File: src/rtl/gob_pkg.sv
// package for the gradient orientation binner: widths, constants and item types
// used by gob_scale, gob_isqrt and gradient_orientation_binner; no dependencies
`timescale 1ns / 1ps

package gob_pkg;

  localparam int PIXEL_BITS     = 24;
  localparam int GRAD_FRAC_BITS = 16;
  localparam int PIX_FRAC       = 4;
  localparam int SPREAD_FRAC    = 32;
  localparam int SPREAD_BITS    = 40;

  // product of difference and inverse spread is taken down to the gradient format
  localparam int SCALE_SHIFT   = PIX_FRAC + SPREAD_FRAC - GRAD_FRAC_BITS;
  localparam int INV_HI_BITS   = SPREAD_BITS - SCALE_SHIFT;
  localparam int PROD_HI_BITS  = PIXEL_BITS + INV_HI_BITS;
  localparam int PROD_LO_BITS  = PIXEL_BITS + SCALE_SHIFT;
  localparam int SUM_BITS      = ((PROD_HI_BITS > PROD_LO_BITS - SCALE_SHIFT) ?
                                  PROD_HI_BITS : PROD_LO_BITS - SCALE_SHIFT) + 1;

  localparam int GRAD_BITS = 32;
  localparam int MAG_BITS  = GRAD_BITS - 1;
  localparam logic [MAG_BITS-1:0] GRAD_MAX = '1;

  // 0.0001 rounded to nearest at the gradient fraction
  localparam int DX_BIAS = ((1 << GRAD_FRAC_BITS) + 5000) / 10000;

  // tan 22.5 and tan 67.5 with 30 fraction bits
  localparam int TAN_FRAC = 30;
  localparam logic [31:0] TAN22_Q30 = 32'd444758426;
  localparam logic [31:0] TAN67_Q30 = 32'd2592242074;
  localparam int EDGE_BITS = 32 + MAG_BITS;
  localparam int CMP_BITS  = GRAD_BITS + TAN_FRAC + 3;

  localparam int BIN_BITS = 3;
  localparam logic [BIN_BITS-1:0] BIN_OFFSET   = 3'd4;
  localparam logic [BIN_BITS-1:0] BIN_VERTICAL = 3'd4;
  localparam logic [BIN_BITS-1:0] BIN_BORDER   = 3'd0;

  localparam int SQ_BITS     = 2 * MAG_BITS + 1;
  localparam int RAD_BITS    = 64;
  localparam int ROOT_BITS   = 32;
  localparam int REM_BITS    = ROOT_BITS + 4;
  localparam int SQRT_STAGES = RAD_BITS / 2;

  localparam int SCALE_LAT = 3;
  localparam int PIPE_LAT  = SCALE_LAT + 4 + SQRT_STAGES;

  localparam logic [SPREAD_BITS-1:0] INV_SPREAD_RESET = SPREAD_BITS'(64'd1 << SPREAD_FRAC);

  typedef logic [BIN_BITS-1:0] bin_t;

  typedef struct packed {
    logic [PIXEL_BITS-1:0] pixel_above;
    logic [PIXEL_BITS-1:0] pixel_below;
    logic [PIXEL_BITS-1:0] pixel_left;
    logic [PIXEL_BITS-1:0] pixel_right;
    logic                  on_border;
  } pixel_item_t;

  typedef struct packed {
    bin_t                 orientation_bin;
    logic [ROOT_BITS-1:0] gradient_magnitude;
  } result_item_t;

  typedef struct packed {
    logic [RAD_BITS-1:0] radicand;
    bin_t                bin;
  } sqrt_in_t;

endpackage

File: src/rtl/gob_scale.sv
// three-stage pipeline: absolute central difference times inverse spread,
// truncated and saturated to the gradient format; depends on gob_pkg
`timescale 1ns / 1ps

module gob_scale import gob_pkg::*; (
  input  logic                   clk,
  input  logic [SPREAD_BITS-1:0] inv_spread,
  input  logic [PIXEL_BITS-1:0]  hi,
  input  logic [PIXEL_BITS-1:0]  lo,
  output logic [MAG_BITS-1:0]    mag,
  output logic                   neg
);

  logic [PIXEL_BITS-1:0]   diff1;
  logic                    neg1;
  logic [PROD_HI_BITS-1:0] prod_hi2;
  logic [PROD_LO_BITS-1:0] prod_lo2;
  logic                    neg2;
  logic [SUM_BITS-1:0]     sum;

  always_ff @(posedge clk) begin
    neg1  <= lo > hi;
    diff1 <= (lo > hi) ? lo - hi : hi - lo;
  end

  // split product keeps each multiplier within 32 bits
  always_ff @(posedge clk) begin
    prod_hi2 <= PROD_HI_BITS'(diff1) * PROD_HI_BITS'(inv_spread[SPREAD_BITS-1:SCALE_SHIFT]);
    prod_lo2 <= PROD_LO_BITS'(diff1) * PROD_LO_BITS'(inv_spread[SCALE_SHIFT-1:0]);
    neg2     <= neg1;
  end

  assign sum = SUM_BITS'(prod_hi2) + SUM_BITS'(prod_lo2[PROD_LO_BITS-1:SCALE_SHIFT]);

  always_ff @(posedge clk) begin
    mag <= (sum > SUM_BITS'(GRAD_MAX)) ? GRAD_MAX : sum[MAG_BITS-1:0];
    neg <= neg2;
  end

endmodule

File: config.mk
export PLATFORM = sky130hd
export DESIGN_NAME = gob_scale
export DESIGN_NICKNAME = d
export VERILOG_FILES = /design/src/rtl/gob_pkg.sv /design/src/rtl/gob_scale.sv
export SDC_FILE = /design/constraint.sdc
export NUM_CORES = 2
export LEC_CHECK = 0
export BUFFER_PORTS_ARGS = -buffer_cell sky130_fd_sc_hd__buf_4
export CORE_MARGIN = 8
export CORE_UTILIZATION = 50
export DETAILED_ROUTE_END_ITERATION = 16
export GPL_ROUTABILITY_DRIVEN = 0
export PLACE_DENSITY_LB_ADDON = 0.1
export RECOVER_POWER = 50
export SLEW_MARGIN = 40
export SYNTH_ARGS = -nofsm -noshare
export SYNTH_HDL_FRONTEND = slang
export SYNTH_SLANG_ARGS = --single-unit
File: constraint.sdc
create_clock -name clk -period 7.4 [get_ports clk]
set_input_delay 1.48 -clock clk [delete_from_list [all_inputs] [get_ports clk]]
set_output_delay 1.48 -clock clk [all_outputs]
set_load 0.005 [all_outputs]
==> flow_metrics.env <==
export IMPL_ys_types=65
export IMPL_crit_arrival_ns=7.89
export IMPL_synthMuxAreaShare_pct=0.302
export IMPL_synth_ff_type="dfxtp_1"
export IMPL_drtIter0Drc=1639
export IMPL_slowest_delay_ns=0.56
export IMPL_yosys_top_cells_area="fa_1 42%, ha_1 13%, inv_1 9.3%"
export IMPL_yosysSeqAreaShare_pct=6.77
export IMPL_vias_per_cell=5.22
export IMPL_synth_seq_cells=126
export IMPL_worst_ep_required_time_ns=7.76
export IMPL_crit_start="inv_spread[28]"
export IMPL_status="finished, violations left"
export IMPL_coreArea_um2=74200
export IMPL_clock_sinks=126
export IMPL_synth_edf_count=0
export IMPL_dp_hpwl_um=81300
export IMPL_h_tree_depth=4
export IMPL_cpMaxStageDelayCell="fa_1"
export IMPL_setup_violations=11
export IMPL_syn_area_um2=37300
export IMPL_synth_largest_area_cell="fa_1"
export IMPL_dieArea_um2=83600
export IMPL_synth_compound_area_share_pct=7.00
export IMPL_fin_crit_ns=7.53
export IMPL_hold_violations=0
export IMPL_totalWireLength_um=99900
export IMPL_clockBufferDepth=2
export IMPL_drt_pass1_iterations=5
export IMPL_hp_class="flip-flop to flip-flop"
export IMPL_clock_latency_ns=0.48
export IMPL_initial_core_util_pct=50.2
export IMPL_crit_buf_inv=7
export IMPL_cts_tree="yes"
export IMPL_rsz0062_at_grt="true"
export IMPL_ff2ff_path_depth=26
export IMPL_final_util_pct=57.6
export IMPL_async_flop_share_pct=0
export IMPL_first_global_vias=29200
export IMPL_crit_path_frequent_cell="fa_1"
export IMPL_tightestPinTransition_ns=1.75
export IMPL_end_kind="flip-flop"
export IMPL_crit_fanout=6
export IMPL_synthXorXnorAreaFrac_pct=2.49
export IMPL_grt_pass1_wl_um=159000
export IMPL_yosys_area_top_type_share_pct=42.2
export IMPL_fp_dieH_um=289
export IMPL_finalMaxSlewViolations=69
export IMPL_setup_slack_ns=-0.129
export IMPL_synth_warnings=0
export IMPL_cts_root_buffer="clkbuf_16"
export IMPL_path_clk_slew_ns=0.06
export IMPL_clock_skew_ns=0.0237
export IMPL_die_x_um=289
export IMPL_via_count=28200
export IMPL_row_count=100
export IMPL_hold_depth=0
export IMPL_drv_cap=2
export IMPL_area_growth_pct=14.7
export IMPL_boundaryPins=121
export IMPL_cp_depth=27
export IMPL_synth_fa_ha_area_share_pct=54.9
export IMPL_grt_max_degree=41
export IMPL_port_buffers=120
export IMPL_hold_buffers=0
export IMPL_synth_simple_area_share_pct=17.1
export IMPL_avgRoutedWirePerCell_um=18.5
export IMPL_nets=5663
export IMPL_synth_top_family_by_area="adder cells"
export IMPL_violations="max-capacitance violations, max-slew violations, negative setup slack"
export IMPL_start_kind="input port"
export IMPL_syn_avg_cell_area_um2=8.90
export IMPL_relSlewSlack_pct=-16.5
export IMPL_drc=0
export IMPL_cts_inserted_buffers=17
export IMPL_finalCritPeriodShare_pct=102
export IMPL_fmax_ghz=0.133
export IMPL_antenna_found_initial=7
export IMPL_drive_gt1_share_pct=13.7
export IMPL_crit_family="adder cells"
export IMPL_crit_type="input port to flip-flop"
export IMPL_rr_startpoint="diff1[2]$_DFF_P_"
export IMPL_syn_inst=4188
export IMPL_overflow=0
export IMPL_grt_use_total_pct=24.5
export IMPL_min_delay_start="neg1$_DFF_P_"
export IMPL_synth_fp_nets=5440
export IMPL_antenna_left=0
==> state kept, by name, indices dropped and copies added, names as in the netlist <==
register	count
diff1	24
mag	31
neg	1
neg1	1
neg2	1
prod_hi2	44
prod_lo2	24
==> cell families after synthesis <==
kind of cell	Yosys count
and+or+nand+nor	1258
muxes	11
buffers and inverters	1127
adders and majority gates	1163
xor gates and xnor gates	106
DFF	126
AOI/OAI and AO/OA	397
==> final cells by class <==
type                            instances  area [µm²]
Fill cell                            6792       31400
Multi-Input combinational cell       2935       31300
Timing Repair Buffer                  410        3550
Inverter                              921        3460
Sequential cell                       126        2520
Tap cell                              969        1210
Clock buffer                           20         467
Clock inverter                         12         251
Antenna cell                            2        5.00
==> timing repair <==
action,in CTS,in global routing
cloned,0,3
buffers inserted,13,14
setup endpoints to repair,14,25
pin swaps,77,81
resized for setup,98,95
hold endpoints to repair,0,0
==> path summary, 6_finish.rpt <==
kind	slack, ns	endpoint
hold / removal	0.33	neg2$_DFF_P_
hold reg to reg	0.33	neg2$_DFF_P_
setup / recovery	-0.13	prod_hi2[41]$_DFF_P_
setup reg to reg	0.25	prod_hi2[41]$_DFF_P_
==> cell usage in the layout, fill, tap and decap left out, drive strengths merged, types with 13 or more instances in the layout <==
cell    synthesis  routed
xnor2          69      69
buf             9     369
ha            377     377
clkbuf        197      61
o21ai          68      68
nand3          57      57
and3           14      14
a21oi         118     118
and2          522     522
a31oi          14      14
inv           921     924
nor3           14      14
o21bai         14      14
nor2           75      75
xor2           37      37
dfxtp         126     126
nand2b         14      14
o21a           22      22
or3            13      13
fa            786     786
nand4          18      18
a21o           78      78
nand2         498     498
==> per-stage QoR <==
stage	setup TNS, ns	instances	cell area, µm²	hold slack, ns	worst slack (ns)
after global placement	-13.45	5340	41100	0.316	-0.793
after CTS	-0.153	5382	42400	0.332	-0.0891
after global routing	-3.86	5394	42700	0.343	-0.330
final	-0.624	5395	42700	0.327	-0.129
after detailed placement	-14.71	5340	41100	0.319	-0.881
after floorplan	-0.532	4188	37700	0.310	-0.247
==> metal layers <==
layer / global-route usage, % / part of all wire [%] / vias up
met3: 3.81 / 5.6 / 140
met5: 0 / 0.041 / -
met2: 40.7 / 48 / 710
li1: - / - / 13000
met4: 8.55 / 3.4 / 6
met1: 32.5 / 43 / 14300
==> synthesized netlist by cell type, types with 67 or more instances <==
cell and instances:
a21o_1 78, fa_1 786, nor2_1 75, ha_1 377, nand2_1 498, dfxtp_1 126
o21ai_0 67, clkbuf_1 197, inv_1 921, and2_1 522, a21oi_1 115, xnor2_1 69
Power is not shown: default switching activity piles up to over one toggle a cycle in this logic, so the estimate is an artifact.
